[config.mk]
export PLATFORM = sky130hd
export DESIGN_NAME = code_history_ring_buffer
export DESIGN_NICKNAME = d
export VERILOG_FILES = /design/src/chrb_pkg.sv /design/src/chrb_ctrl.sv /design/src/chrb_dp.sv /design/src/code_history_ring_buffer.sv
export VERILOG_INCLUDE_DIRS = /design/src /design/src/src
export SDC_FILE = /design/constraint.sdc
export NUM_CORES = 1
export LEC_CHECK = 0
export ABC_AREA = 0
export ABC_CLOCK_PERIOD_IN_PS = 7360
export BUFFER_PORTS_ARGS = -buffer_cell sky130_fd_sc_hd__buf_2
export CORE_MARGIN = 2
export CORE_UTILIZATION = 30
export CTS_BUF_LIST = sky130_fd_sc_hd__clkbuf_4 sky130_fd_sc_hd__clkbuf_8
export CTS_CLUSTER_DIAMETER = 80
export DETAILED_ROUTE_END_ITERATION = 10
export GPL_TIMING_DRIVEN = 0
export PLACE_DENSITY_LB_ADDON = 0.1
export REMOVE_ABC_BUFFERS = 1
export SYNTH_ARGS = -nofsm -noshare
export SYNTH_HDL_FRONTEND = slang
export SYNTH_HIERARCHICAL = 1
export SYNTH_SLANG_ARGS = --single-unit
[constraint.sdc]
create_clock -name clk -period 7.36 [get_ports clk]
set_input_delay 0.736 -clock clk [delete_from_list [all_inputs] [get_ports clk]]
set_output_delay 0.736 -clock clk [all_outputs]
set_load 0.02 [all_outputs]
[src/code_history_ring_buffer_macros.svh]
// Assertion macros for the code history ring buffer.
// Used by the top level; expects signals clk and rst in scope.
`ifndef CODE_HISTORY_RING_BUFFER_MACROS_SVH
`define CODE_HISTORY_RING_BUFFER_MACROS_SVH

// same-cycle implication
`define CHRB_ASSERT_IMPL(label, ante, cons) \
  label: assert property (@(posedge clk) disable iff (rst) (ante) |-> (cons)) \
    else $error("chrb assertion failed");

// next-cycle implication
`define CHRB_ASSERT_NEXT(label, ante, cons) \
  label: assert property (@(posedge clk) disable iff (rst) (ante) |=> (cons)) \
    else $error("chrb assertion failed");

`endif

[src/chrb_pkg.sv]
// Shared types and constants for the code history ring buffer.
// No dependencies.
`timescale 1ns / 1ps

package chrb_pkg;

  localparam int CAPACITY_DEF = 64;
  localparam int CODE_W       = 8;
  localparam int NUM_W        = 32;
  localparam int MODE_W       = 2;

  typedef enum logic [MODE_W-1:0] {
    MODE_PUSH  = 2'd0,
    MODE_GET   = 2'd1,
    MODE_POP   = 2'd2,
    MODE_CLEAR = 2'd3
  } mode_t;

  typedef enum logic [1:0] {
    ST_IDLE,
    ST_EVAL,
    ST_ACCESS,
    ST_DONE
  } state_t;

  typedef struct packed {
    logic load;    // latch input word
    logic eval;    // range checks, slot offset
    logic access;  // store read or write, counter update
    logic finish;  // load output register
  } cmd_t;

  typedef struct packed {
    logic out_stall;  // output register holds a word not yet taken
  } sts_t;

endpackage

[src/chrb_ctrl.sv]
// Controller for the code history ring buffer: sequences one word at a time.
// Depends on chrb_pkg.
`timescale 1ns / 1ps

module chrb_ctrl (
  input  logic              clk,
  input  logic              rst,
  input  logic              in_valid,
  output logic              in_ready,
  input  chrb_pkg::sts_t    sts,
  output chrb_pkg::cmd_t    cmd
);

  chrb_pkg::state_t state;
  chrb_pkg::state_t state_next;

  always_ff @(posedge clk) begin
    if (rst) begin
      state <= chrb_pkg::ST_IDLE;
    end else begin
      state <= state_next;
    end
  end

  always_comb begin
    state_next = state;
    unique case (state)
      chrb_pkg::ST_IDLE: begin
        if (in_valid) state_next = chrb_pkg::ST_EVAL;
      end
      chrb_pkg::ST_EVAL:   state_next = chrb_pkg::ST_ACCESS;
      chrb_pkg::ST_ACCESS: state_next = chrb_pkg::ST_DONE;
      chrb_pkg::ST_DONE: begin
        if (!sts.out_stall) state_next = chrb_pkg::ST_IDLE;
      end
      default: state_next = chrb_pkg::ST_IDLE;
    endcase
  end

  always_comb begin
    in_ready   = 1'b0;
    cmd        = '0;
    unique case (state)
      chrb_pkg::ST_IDLE: begin
        // no word is taken while reset is applied
        in_ready = !rst;
        cmd.load = in_valid && !rst;
      end
      chrb_pkg::ST_EVAL:   cmd.eval = 1'b1;
      chrb_pkg::ST_ACCESS: cmd.access = 1'b1;
      chrb_pkg::ST_DONE:   cmd.finish = !sts.out_stall;
      default: begin
        in_ready = 1'b0;
      end
    endcase
  end

endmodule

[src/chrb_dp.sv]
// Datapath for the code history ring buffer: counters, code store, output register.
// Depends on chrb_pkg; driven by chrb_ctrl commands.
`timescale 1ns / 1ps

module chrb_dp #(
  parameter int CAPACITY = chrb_pkg::CAPACITY_DEF
) (
  input  logic                         clk,
  input  logic                         rst,
  input  chrb_pkg::cmd_t               cmd,
  output chrb_pkg::sts_t               sts,
  input  chrb_pkg::mode_t              in_mode,
  input  logic [chrb_pkg::CODE_W-1:0]  in_code,
  input  logic [chrb_pkg::NUM_W-1:0]   in_num,
  output logic                         out_valid,
  input  logic                         out_ready,
  output logic                         out_found,
  output logic [chrb_pkg::CODE_W-1:0]  out_code,
  output logic [chrb_pkg::NUM_W-1:0]   out_oldest,
  output logic [chrb_pkg::NUM_W-1:0]   out_newest
);

  localparam int SLOT_W = (CAPACITY > 1) ? $clog2(CAPACITY) : 1;
  localparam int CNT_W  = $clog2(CAPACITY + 1);

  localparam logic [CNT_W-1:0]  CAP_CNT  = CNT_W'(CAPACITY);
  localparam logic [SLOT_W:0]   CAP_SUM  = (SLOT_W + 1)'(CAPACITY);
  localparam logic [SLOT_W-1:0] LAST_SLT = SLOT_W'(CAPACITY - 1);

  logic [chrb_pkg::CODE_W-1:0] mem [CAPACITY];

  // latched input word
  chrb_pkg::mode_t             op_mode;
  logic [chrb_pkg::CODE_W-1:0] op_code;
  logic [chrb_pkg::NUM_W-1:0]  op_num;

  // architectural state; oldest tracks pushed - held
  logic [SLOT_W-1:0]           head;
  logic [CNT_W-1:0]            held;
  logic [chrb_pkg::NUM_W-1:0]  pushed;
  logic [chrb_pkg::NUM_W-1:0]  oldest;
  logic [chrb_pkg::NUM_W-1:0]  cursor;

  // eval results
  logic                        hit;
  logic                        full;
  logic [SLOT_W-1:0]           rel;
  logic [chrb_pkg::CODE_W-1:0] rdata;

  logic                        hit_next;
  logic [SLOT_W-1:0]           rel_next;
  logic                        is_full;
  logic                        nonempty;
  logic                        cur_lt_old;
  logic [chrb_pkg::NUM_W-1:0]  num_off;
  logic [chrb_pkg::NUM_W-1:0]  cur_off;
  logic [SLOT_W:0]             addr_sum;
  logic [SLOT_W-1:0]           addr;

  assign is_full    = (held == CAP_CNT);
  assign nonempty   = (held != '0);
  assign cur_lt_old = (cursor < oldest);
  assign num_off    = op_num - oldest;
  assign cur_off    = cursor - oldest;

  always_comb begin
    hit_next = 1'b0;
    rel_next = '0;
    unique case (op_mode)
      chrb_pkg::MODE_PUSH: begin
        rel_next = is_full ? '0 : held[SLOT_W-1:0];
      end
      chrb_pkg::MODE_GET: begin
        hit_next = nonempty && (op_num >= oldest) && (op_num < pushed);
        rel_next = num_off[SLOT_W-1:0];
      end
      chrb_pkg::MODE_POP: begin
        // cursor is clamped up to oldest before the check
        hit_next = nonempty && (cur_lt_old ? (oldest < pushed) : (cursor < pushed));
        rel_next = cur_lt_old ? '0 : cur_off[SLOT_W-1:0];
      end
      chrb_pkg::MODE_CLEAR: begin
        hit_next = 1'b0;
      end
      default: hit_next = 1'b0;
    endcase
  end

  // slot = (head + rel) mod CAPACITY, rel < CAPACITY
  assign addr_sum = {1'b0, head} + {1'b0, rel};
  always_comb begin
    if (addr_sum >= CAP_SUM) begin
      addr = SLOT_W'(addr_sum - CAP_SUM);
    end else begin
      addr = addr_sum[SLOT_W-1:0];
    end
  end

  always_ff @(posedge clk) begin
    if (cmd.load) begin
      op_mode <= in_mode;
      op_code <= in_code;
      op_num  <= in_num;
    end
    if (cmd.eval) begin
      hit  <= hit_next;
      rel  <= rel_next;
      full <= is_full;
    end
  end

  // code store, single port
  always_ff @(posedge clk) begin
    if (cmd.access) begin
      if (op_mode == chrb_pkg::MODE_PUSH) begin
        mem[addr] <= op_code;
      end else begin
        rdata <= mem[addr];
      end
    end
  end

  always_ff @(posedge clk) begin
    if (rst) begin
      head   <= '0;
      held   <= '0;
      pushed <= '0;
      oldest <= '0;
      cursor <= '0;
    end else begin
      if (cmd.eval) begin
        if (op_mode == chrb_pkg::MODE_POP && nonempty && cur_lt_old) begin
          cursor <= oldest;
        end else if (op_mode == chrb_pkg::MODE_CLEAR) begin
          cursor <= pushed;
        end
      end
      if (cmd.access) begin
        if (op_mode == chrb_pkg::MODE_PUSH) begin
          pushed <= pushed + 1'b1;
          if (full) begin
            head   <= (head == LAST_SLT) ? '0 : head + 1'b1;
            oldest <= oldest + 1'b1;
          end else begin
            held <= held + 1'b1;
          end
        end else if (op_mode == chrb_pkg::MODE_POP && hit) begin
          cursor <= cursor + 1'b1;
        end
      end
      // push drags the cursor up to the new oldest
      if (cmd.finish && op_mode == chrb_pkg::MODE_PUSH && cur_lt_old) begin
        cursor <= oldest;
      end
    end
  end

  // output register
  always_ff @(posedge clk) begin
    if (rst) begin
      out_valid <= 1'b0;
    end else if (cmd.finish) begin
      out_valid <= 1'b1;
    end else if (out_ready) begin
      out_valid <= 1'b0;
    end
  end

  always_ff @(posedge clk) begin
    if (cmd.finish) begin
      out_found  <= hit;
      out_code   <= hit ? rdata : '0;
      out_oldest <= oldest;
      out_newest <= pushed - 1'b1;
    end
  end

  assign sts.out_stall = out_valid && !out_ready;

endmodule

[src/code_history_ring_buffer.sv]
// Top level of the code history ring buffer: stream ports, controller and datapath.
// Depends on chrb_pkg, chrb_ctrl, chrb_dp and code_history_ring_buffer_macros.svh.
//
//   channel | dir | tdata                                   | tuser
//   s_      | in  | code[7:0], seq_number[39:8]             | mode[1:0]
//   m_      | out | read_code[7:0], oldest[39:8], newest[71:40] | found
//
// One word at a time: accept, evaluate, store access, result load;
// the next word is taken in the cycle after the result is loaded. The store
// access stage does one single-port read or write, with registered read data.
// Reset clears the counters, cursor, output valid and controller state; the store is not cleared.
// A result waiting in the output register stalls only the result load step.
`timescale 1ns / 1ps
`include "code_history_ring_buffer_macros.svh"

module code_history_ring_buffer #(
  parameter int CAPACITY = chrb_pkg::CAPACITY_DEF
) (
  input  logic        clk,
  input  logic        rst,
  input  logic        s_tvalid,
  output logic        s_tready,
  input  logic [39:0] s_tdata,   // code[7:0], seq_number[39:8]
  input  logic [1:0]  s_tuser,   // mode[1:0]
  output logic        m_tvalid,
  input  logic        m_tready,
  output logic [71:0] m_tdata,   // read_code[7:0], oldest_number[39:8], newest_number[71:40]
  output logic        m_tuser    // found[0]
);

  chrb_pkg::cmd_t               cmd;
  chrb_pkg::sts_t               sts;
  logic [chrb_pkg::CODE_W-1:0]  rd_code;
  logic [chrb_pkg::NUM_W-1:0]   oldest_num;
  logic [chrb_pkg::NUM_W-1:0]   newest_num;

  chrb_ctrl u_ctrl (
    .clk      (clk),
    .rst      (rst),
    .in_valid (s_tvalid),
    .in_ready (s_tready),
    .sts      (sts),
    .cmd      (cmd)
  );

  chrb_dp #(
    .CAPACITY (CAPACITY)
  ) u_dp (
    .clk        (clk),
    .rst        (rst),
    .cmd        (cmd),
    .sts        (sts),
    .in_mode    (chrb_pkg::mode_t'(s_tuser)),
    .in_code    (s_tdata[7:0]),
    .in_num     (s_tdata[39:8]),
    .out_valid  (m_tvalid),
    .out_ready  (m_tready),
    .out_found  (m_tuser),
    .out_code   (rd_code),
    .out_oldest (oldest_num),
    .out_newest (newest_num)
  );

  assign m_tdata = {newest_num, oldest_num, rd_code};

  `CHRB_ASSERT_NEXT(a_accept_starts_eval, s_tvalid && s_tready, cmd.eval && !s_tready)
  `CHRB_ASSERT_NEXT(a_eval_then_access, cmd.eval, cmd.access)
  `CHRB_ASSERT_IMPL(a_miss_code_zero, m_tvalid && !m_tuser, m_tdata[7:0] == 8'd0)

endmodule
==> results.ini, run 1 <==
[layout]
multi_input_area_um2=12800
regArea_um2=21600
n_fill_cell=11400
syn_to_final_growth_pct=17.6
fin_nets=3320
drive_gt1_share_pct=14.8

[floorplanning]
design.die.area_um2=121000
io_pins=121
initial_utilization_pct=30.3
dieWidth_um=347
rows=125
die_y_um=347
core_um2=117000

[clock_tree]
clk_latency_ns=0.87
numCtsBuffers=144
clockBufferDepth=3
post-cts-setup-buffers=0
clk_pin_slew_worst_paths_ns=0.06
htreeDepth=4
cts-root-buf=clkbuf_8
cts.sink_count=755
cts_tree=done

[grt]
overflow=0
grt_pass1_wl_um=163000
grt_max_degree=60
antenna_found_initial=4
grt_usage_pct=18.2
grt_pass1_vias=24600

[power]
netSwitchingFraction_pct=33.4
power_mw=12.4
cellInternalPower_mw=8.26
power.density_nw_per_um2=298
combPwrFrac_pct=26.8
p_seq_share_pct=40.8
leakagePower_nw=14.3
clockPowerShare_pct=32.4
ir_drop_v=0.000185
power.switching_mw=4.14

[synth]
synth_edf_count=643
synthTopCellsByArea=edfxtp_1 (55%), dfxtp_1 (6.3%), ha_1 (6.3%)
synthArstFlopShare_pct=0
syn-cell-area_um2=35300
syn_inst=2888
ys.flop_type=edfxtp_1
yosys-top-cells-count=edfxtp_1 (643), nand2_1 (274), nor2_1 (237), a21oi_1 (224), ha_1 (179)
syn-mean-instance-area_um2=12.2
synth-seq-cells=755
synth.largest_area_cell=edfxtp_1
synth_warnings=6
ys_seq_area_share_pct=61.0
synth.distinct_cells=79
synth_most_common_cell=edfxtp_1
synth_top_area_share_pct=54.6

[route]
wire_per_inst_um=23.4
vias_per_cell=5.13
wl_met3_um=4600
routed_wl_um=111000
num_vias=24200
drc_errors=0
drt_iter0_markers=1860
ant_nets=0
top_layer=met4
routedLengthMet1_um=48700
first_pass_iters=7
wl_met2_um=53400

[critical_path]
critPathMaxFanout=54
crit_chain=ha_4, fa_4, buf_12, buf_16, inv_4, nand2_1, a21oi_1, a21oi_1, o21ai_0, nor2b_1, or4_1, or3_1
crit_top_cell=a21oi_1
crit_slowest_cell=fa_4
critPathArrivalTime_ns=5.82
max_stage_delay_ns=1.15
critPathTopFamily=simple AND/OR/NAND/NOR gates
critPathLaunchType=flip-flop
timing_worst_setup_path_type=reg -> reg
critPathBufInv=3
crit_required_ns=7.91
worst_setup_path_end_kind=flip-flop

[sta]
skew_ns=0.0564
min_period_over_period_pct=71.6
hold_viol=0
maxSlewViolCount=0
worstMarginPinSlew_ns=1.47
finalWorstSetupSlack_ns=2.09
max_slew_margin_pct=1.88
fmax_ghz=0.190
rsz0062_at_grt=no
min_period_ns=5.27
final-setup-viol-count=0

[outcome]
status=completed

[place]
gp_congestion=0.837
io_buffers=120
place_ws_ns=2.09
hpwl_um=75500

[flow_run]
cap_violations=0

[hold_path]
hp-class=in -> reg

-- layout by cell type (no fill, tap or decap), drive strengths merged, types with 6 or more instances in the layout --
cell type and instances:
edfxtp 643, nand2 274, nor2 237, a21oi 225, clkbuf 200, ha 179, buf 171, o21ai 146
dfxtp 112, inv 110, nand3 98, xnor2 96, mux2i 62, nand4 41, nor3 40, clkinv 40
dlygate4sd3 38, mux4 37, o22ai 36, a31oi 35, a21o 30, nor4 26, and3 25, a311o 23
and2 22, a311oi 22, a211oi 21, or3 18, a22oi 17, a221oi 14, nor2b 14, nand2b 13
xor2 13, o31ai 11, and4 7, or4 7, o21a 6, o21bai 6, o2111ai 6
-- worst reg2reg max path: cells and delay by family, from the launching register on --
kind / cells / cell delay [ns]
buffers and inverters: 3 / 0.91
AO/OA/AOI/OAI: 3 / 0.50
AND/OR/NAND/NOR: 4 / 1.81
adder cells (fa/ha/maj): 2 / 1.34
flip-flops: 1 / 0.42
-- cell type report --
class                      count  share of cell area (%)
inverter                     108                   0.981
antenna                        2                  0.0120
multi-input combinational   1874                    30.8
clock inverter                47                   0.756
sequential                   755                    51.8
clock buffer                 200                    5.84
tap                         1524                    4.59
timing repair buffer         209                    5.21
-- power groups by stage --
stage                     clock network [mW]  logic, mW  registers [mW]
after floorplan                            0       1.93            5.16
after detailed placement                   0       3.35            5.14
after CTS                               4.17       3.38            5.06
after global routing                    4.34       3.62            5.08
after global placement                     0       3.23            5.24
final                                   4.01       3.33            5.06
-- layer usage --
layer / vias up / GRT usage (%)
met5: - / 0
met4: 0 / 7.74
met3: 193 / 2.79
met2: 608 / 30.6
met1: 12100 / 23.3
li1: 11300 / -
-- per-stage QoR --
step	setup TNS (ns)	hold slack, ns	area, um2	utilization, %	cells
floorplan	-347.78	0.456	34700	-	2737
global placement	-4690.76	0.497	37200	31.9	4381
detailed placement	0	0.505	38400	33.0	4432
CTS	0	0.00314	41600	35.7	4717
global route	0	0.0347	41600	35.7	4719
finish	0	0.0899	41600	35.7	4719
-- final timing paths --
path         cells past startpoint              end  slack (ns)    startpoint
min                              1  u_dp/op_num[29]        0.09   s_tdata[37]
min reg2reg                      2     u_dp/held[6]        0.51  u_dp/held[6]
max reg2reg                     12    u_dp/rdata[0]        2.09   u_dp/rel[0]
max                             12    u_dp/rdata[0]        2.09   u_dp/rel[0]
-- logic make-up (layout without fill, tap and decap cells) --
kind of cell,Yosys count,in the layout,synth area share [%]
buf+inv,259,564,3.07
other cells,0,2,0
xor+xnor,109,109,2.74
mux,104,104,4.27
compound gates,651,651,11.5
simple gates,828,828,10.9
fa+ha+maj,182,182,6.51
flops,755,755,61.0
-- registers in the layout, indices dropped and copies added, names as in the netlist, 2 cells and up --
signal and count:
u_dp/op_code 8, u_dp/op_num 32, u_dp/held 7, u_dp/oldest 32
u_dp/pushed 32, u_dp/cursor 32, u_dp/out_newest 32, u_dp/rdata 8
u_ctrl/state 2, u_dp/head 6, u_dp/rel 6, u_dp/out_code 8
u_dp/out_oldest 32, u_dp/op_mode 2, u_dp/mem 512
-- timing repair --
item,CTS,global route
hold buffers,38,0
endpoints found under the hold margin,38,0
resized for setup,0,0
No activity file was read; power rests on OpenSTA's default activity.
==> inputs of run 2 (changes only) <==
--- a/config.mk
+++ b/config.mk
@@ -6,8 +6,8 @@
 export SDC_FILE = /design/constraint.sdc
 export NUM_CORES = 1
 export LEC_CHECK = 0
-export ABC_AREA = 0
-export ABC_CLOCK_PERIOD_IN_PS = 7360
+export ABC_AREA = 1
+export ABC_CLOCK_PERIOD_IN_PS = 5500
 export BUFFER_PORTS_ARGS = -buffer_cell sky130_fd_sc_hd__buf_2
 export CORE_MARGIN = 2
 export CORE_UTILIZATION = 30
==> constraint.sdc (replaced) <==
create_clock -name clk -period 5.5 [get_ports clk]
set_input_delay 0.55 -clock clk [delete_from_list [all_inputs] [get_ports clk]]
set_output_delay 0.55 -clock clk [all_outputs]
set_load 0.02 [all_outputs]
==> run 2 against run 1 <==
Setup slack got worse by 2.1 ns. Via count increased by 10%. Synthesized area up 2.3%. Clock skew down 0.011 ns. Sequential power is 35% higher. Non-clock buffer count decreased by 5. Worst hold slack gained 0.044 ns. Synthesized cell count grew 26%. Die area up 2.3%.
==> results.ini, run 2 <==
[outcome]
status=completed

[layout]
top_register=u_dp/mem
syn_to_final_growth_pct=17.6  ; about the same
drive_gt1_share_pct=11.7  ; -3.1 points
final_cell_mix=nand2_1 (973), edfxtp_1 (643), a21oi_1 (332)
design_area_um2=42500  ; +2.3%
layout_commonest_cell=nand2_1
fin_nets=4094  ; +23%
largest_register_ffs=512  ; unchanged
fin_util_pct=35.5  ; -0.20 points

[floorplanning]
design.die.area_um2=123000  ; +2.3%
rows=127  ; +1.6%
dieWidth_um=351  ; +1.1%
core_um2=120000  ; +2.8%
io_pins=121  ; unchanged
die_y_um=351  ; +1.1%
initial_utilization_pct=30.2  ; -0.15 points

[route]
wire_per_inst_um=20.9  ; -11%
drc_errors=0  ; unchanged
vias_per_cell=4.79  ; -6.7%
drt_iter0_markers=1786  ; -4.0%
num_vias=26700  ; +10%
routed_wl_um=117000  ; +5.6%
first_pass_iters=5  ; -2
ant_nets=0  ; unchanged

[sta]
hold_viol=0  ; unchanged
min_period_over_period_pct=99.6  ; +28 points
maxSlewViolCount=0  ; unchanged
skew_ns=0.0454  ; -0.0110 ns
final-setup-viol-count=0  ; unchanged
worstMarginPinSlew_ns=1.45  ; -0.0267 ns
max_slew_margin_pct=3.56  ; +1.7 points
rsz0062_at_grt=yes
min_period_ns=5.48  ; +0.212 ns
finalSetupTns_ns=0  ; unchanged
whs_ns=0.134  ; +0.0439 ns
fmax_ghz=0.182  ; -3.9%

[power]
cellInternalPower_mw=10.9  ; +32%
ir_drop_v=0.000261  ; +41%
power_mw=16.6  ; +34%
power.density_nw_per_um2=391  ; +31%
combPwrFrac_pct=25.8  ; -1.0 points
leakagePower_nw=16.3  ; +14%
p_seq_share_pct=41.2  ; +0.4 points
power.switching_mw=5.75  ; +39%
netSwitchingFraction_pct=34.6  ; +1.2 points
clockPowerShare_pct=33.0  ; +0.6 points

[grt]
grt_max_degree=67  ; +12%
grt_pass1_vias=26200  ; +6.5%
grt_pass1_wl_um=173000  ; +5.9%
antenna_found_initial=3  ; -1
grt_usage_pct=19.0  ; +0.83 points
overflow=0  ; unchanged

[synth]
synthTopCellsByArea=edfxtp_1 (53%), nand2_1 (10%), dfxtp_1 (6.2%)
synth_warnings=6  ; unchanged
syn-mean-instance-area_um2=9.91  ; -19%
synth_top_area_share_pct=53.4  ; -1.2 points
syn-cell-area_um2=36200  ; +2.3%
synth_most_common_cell=nand2_1
synth-seq-cells=755  ; unchanged
synth.largest_area_cell=edfxtp_1
ys_seq_area_share_pct=59.6  ; -1.4 points
synth.distinct_cells=55  ; -30%
yosys-top-cells-count=nand2_1 (973), edfxtp_1 (643), a21oi_1 (332), inv_1 (297), nor2_1 (295)
synthArstFlopShare_pct=0  ; unchanged
syn_inst=3647  ; +26%
synth_edf_count=643  ; unchanged
ys.flop_type=edfxtp_1

[clock_tree]
cts-root-buf=clkbuf_8
htreeDepth=4  ; unchanged
clk_pin_slew_worst_paths_ns=0.06  ; about the same
clk_latency_ns=0.86  ; about the same
cts_tree=done
clockBufferDepth=3  ; unchanged
cts.sink_count=755  ; unchanged
numCtsBuffers=144  ; unchanged

[critical_path]
critPathArrivalTime_ns=5.93  ; +0.11 ns
timing_worst_setup_path_type=reg -> reg
worst_setup_path_end_kind=flip-flop
critPathLaunchType=flip-flop
critPathMaxFanout=34  ; -37%
crit_required_ns=5.95  ; -1.96 ns

[flow_run]
cap_violations=0  ; unchanged

[hold_path]
hp-class=in -> reg

[place]
hpwl_um=78500  ; +4.0%
dpl_cell_area_um2=39200  ; +2.0%
io_buffers=120  ; unchanged
gp_congestion=0.821  ; -1.9%

==> run 2: what timing repair did <==
action | CTS | global route
hold buffers | 43 | 0
setup endpoints to repair | 264 | 81
gates resized for setup | 17 | 5
setup buffers | 0 | 0
hold endpoints to repair | 43 | 0
cloned | 0 | 0
==> run 2: per-stage QoR <==
stage,setup WS [ns],cells
after global placement,-5.93,5248
after detailed placement,-1.43,5289
after CTS,-0.00782,5578
final,0.0199,5580
after global routing,-0.170,5580
after floorplan,-1.12,3516
==> run 2: layout make-up <==
class	count	area, um2
Multi-Input combinational cell	2444	12900
Tap cell	1612	2020
Antenna cell	2	5.00
Sequential cell	755	21600
Timing Repair Buffer	204	2000
Clock buffer	199	2420
Inverter	317	1210
Fill cell	12300	77300
Clock inverter	47	370
==> run 2: worst paths after layout <==
| kind | from | endpoint | slack (ns) | cells after the start |
|---|---|---|---|---|
| max reg2reg | u_dp/rel[0] | u_dp/mem[24][3] | 0.02 | 8 |
| min reg2reg | u_dp/held[6] | u_dp/held[6] | 0.48 | 1 |
| max | u_dp/rel[0] | u_dp/mem[24][3] | 0.02 | 8 |
| min | s_tvalid | u_ctrl/state[1] | 0.13 | 5 |
==> run 2: layer usage <==
| layer | routed length (um) | global-route usage (%) | vias to the layer above | part of all wire [%] |
|---|---|---|---|---|
| li1 | - | - | 13000 | - |
| met3 | 5130 | 3.44 | 151 | 4.4 |
| met4 | 2460 | 5.35 | 0 | 2.1 |
| met1 | 54000 | 25.4 | 12900 | 46 |
| met5 | 0 | 0 | - | 0 |
| met2 | 55200 | 31.6 | 622 | 47 |
==> run 2: kinds of logic after synthesis <==
kind of cell / share of synthesized area, %
multiplexers: 0.0277
AND/OR/NAND/NOR: 18.5
buffers and inverters: 4.98
AO/OA/AOI/OAI: 8.99
adder cells (fa/ha/maj): 6.36
XOR/XNOR: 1.52
flip-flops: 59.6
==> run 2: power by group through the flow <==
stage               Combinational (mW)  Clock (mW)  Sequential, mW
floorplan                         2.32           0            6.97
detailed placement                4.28           0            6.95
global placement                  3.95           0            7.10
finish                            4.29        5.49            6.84
global route                      4.78        5.94            6.87
CTS                               4.34        5.68            6.84
==> run 2: worst max-delay path: stages (launching register included) <==
cell and delay (ns):
edfxtp_1 0.42, ha_4 0.19, fa_2 0.69, buf_16 0.28, inv_2 0.67, nand3_4 0.56
inv_4 0.59, nand2_1 0.60, nor2_1 1.00
==> inputs of run 3 (changes only) <==
--- a/config.mk
+++ b/config.mk
@@ -9,7 +9,7 @@
 export ABC_AREA = 1
 export ABC_CLOCK_PERIOD_IN_PS = 5500
 export BUFFER_PORTS_ARGS = -buffer_cell sky130_fd_sc_hd__buf_2
-export CORE_MARGIN = 2
+export CORE_MARGIN = 5
 export CORE_UTILIZATION = 30
 export CTS_BUF_LIST = sky130_fd_sc_hd__clkbuf_4 sky130_fd_sc_hd__clkbuf_8
 export CTS_CLUSTER_DIAMETER = 80
==> run 3 against run 2 <==
Sequential power hardly changed. Setup slack better by 0.067 ns. Clock power is 2% higher. Final cell count grew 0.41%. Wire length grew 2.4%. Total power grew 0.93%. Clock skew shrank 0.0055 ns. Critical endpoint is now u_dp/mem[45][0]. Largest cell class unchanged. Largest power group unchanged.
==> results.ini, run 3 (synthesis gave the netlist of run 2 again) <==
[floorplanning]
initial_utilization_pct=30.2  ; unchanged
design.die.area_um2=128000  ; +3.4%
io_pins=121  ; unchanged
rows=127  ; unchanged
die_y_um=357  ; +1.7%
core_um2=120000  ; unchanged
dieWidth_um=357  ; +1.7%

[route]
drc_errors=0  ; unchanged
ant_nets=0  ; unchanged
first_pass_iters=5  ; unchanged
num_vias=26800  ; +0.27%
wire_per_inst_um=21.3  ; +2.0%
drt_iter0_markers=1658  ; -7.2%
routed_wl_um=120000  ; +2.4%
vias_per_cell=4.78  ; -0.14%

[sta]
hold_viol=0  ; unchanged
worstMarginPinSlew_ns=1.37  ; -0.0706 ns
min_period_ns=5.41  ; -0.0669 ns
max_slew_margin_pct=8.27  ; +4.7 points
min_period_over_period_pct=98.4  ; -1.2 points
whs_ns=0.138  ; +0.00462 ns
maxSlewViolCount=0  ; unchanged
rsz0062_at_grt=yes
final-setup-viol-count=0  ; unchanged
fmax_ghz=0.185  ; +1.2%
skew_ns=0.0398  ; -0.00555 ns

[clock_tree]
cts_tree=done
clk_latency_ns=0.86  ; about the same
numCtsBuffers=148  ; +2.8%
clk_pin_slew_worst_paths_ns=0.06  ; about the same
cts-root-buf=clkbuf_8
htreeDepth=4  ; unchanged
cts.sink_count=755  ; unchanged
post-cts-setup-buffers=0  ; unchanged
clockBufferDepth=3  ; unchanged

[grt]
grt_usage_pct=18.5  ; -0.53 points
antenna_found_initial=4  ; +1
grt_pass1_wl_um=174000  ; +0.89%
overflow=0  ; unchanged
grt_pass1_vias=26300  ; +0.13%
grt_max_degree=63  ; -6.0%

[power]
leakagePower_nw=16.4  ; +0.53%
ir_drop_v=0.000257  ; -1.5%
power.density_nw_per_um2=393  ; +0.51%

[layout]
final_cell_mix=nand2_1 (973), edfxtp_1 (643), a21oi_1 (332)
multi_input_area_um2=13000  ; +0.19%
layout_commonest_cell=nand2_1
syn_to_final_growth_pct=18.1
fin_cells=5603  ; +0.41%
regArea_um2=21600  ; unchanged
top_register=u_dp/mem
fin_nets=4104  ; +0.24%
drive_gt1_share_pct=12.1  ; +0.39 points
n_fill_cell=12400  ; +0.59%
largest_register_ffs=512  ; unchanged

[critical_path]
critPathTopFamily=simple AND/OR/NAND/NOR gates
critPathBufInv=3  ; unchanged
worst_setup_path_end_kind=flip-flop
crit_chain=ha_4, fa_2, buf_12, inv_2, nand3_1, inv_4, nand2_1, nor2_1
timing_worst_setup_path_type=reg -> reg
critPathLaunchType=flip-flop
critPathMaxFanout=59  ; +74%
critPathArrivalTime_ns=5.88  ; -0.05 ns
crit_required_ns=5.97  ; +0.02 ns
crit_slowest_cell=nor2_1
max_stage_delay_ns=0.92  ; -0.08 ns

[flow_run]
cap_violations=0  ; unchanged

[place]
io_buffers=120  ; unchanged
placed_cells=5295  ; +0.11%
gp_congestion=0.811  ; -1.2%
hpwl_um=80700  ; +2.7%

[hold_path]
hp-class=in -> reg

[outcome]
status=completed

run 3: cell types whose count changed in the layout (fill, tap and decap cells not counted), sizes merged, moves of 4 or more:
cell	delta
inv	+4
buf	+6
clkinv	+8
clkbuf	+6
run 3: repair_timing:
action                                 4_1_cts  5_1_grt
gates resized for setup                     27        2
endpoints found under the hold margin       43        0
hold buffers                                43        0
setup endpoints to repair                  262       40
run 3: worst paths after layout:
| kind | start | cells past startpoint | to | slack (ns) |
|---|---|---|---|---|
| min | s_tvalid | 5 | u_ctrl/state[1] | 0.14 |
| min reg2reg | u_dp/pushed[30] | 1 | u_dp/pushed[30] | 0.49 |
| max | u_dp/head[0] | 8 | u_dp/mem[45][0] | 0.09 |
| max reg2reg | u_dp/head[0] | 8 | u_dp/mem[45][0] | 0.09 |
run 3: final cells by class:
type / instances / share of cell area (%)
well taps: 1612 / 4.72
inverters: 317 / 2.84
clock inverters: 57 / 0.853
multi-input cells: 2444 / 30.3
flip-flops and latches: 755 / 50.5
repair buffers: 210 / 4.86
diodes: 3 / 0.0176
clock buffers: 205 / 5.88
run 3: layer usage:
metal | GRT usage, % | share of wire [%]
met5 | 0 | 0
met4 | 6.19 | 2.8
met3 | 3.29 | 4.5
met2 | 30.9 | 48
met1 | 24.3 | 45
run 3: per-stage QoR:
step	area, um2	setup WS, ns	total power [mW]	setup TNS, ns	util (%)
after floorplan	35500	-1.12	9.29	-34.26	-
after global placement	38200	-5.85	11.1	-1969.96	31.9
after detailed placement	39300	-0.796	11.3	-111.94	32.8
after CTS	42700	0.0101	17.0	0	35.6
after global routing	42700	-0.0980	17.7	-1.78	35.6
final	42700	0.0868	16.8	0	35.6
run 3: worst min-delay path, cell delays in order:
cell and delay, ns:
buf_2 0.07, inv_1 0.06, nand2_2 0.09, a21oi_1 0.06
nor2_1 0.09
run 3: power breakdown:
| part | total [mW] | switching (mW) | leakage (nW) | internal [mW] |
|---|---|---|---|---|
| registers | 6.82 | 0.259 | 6.68 | 6.56 |
| clock network | 5.58 | 2.52 | 1.52 | 3.05 |
| logic | 4.37 | 3.06 | 8.15 | 1.31 |
| total | 16.8 | 5.85 | 16.4 | 10.9 |
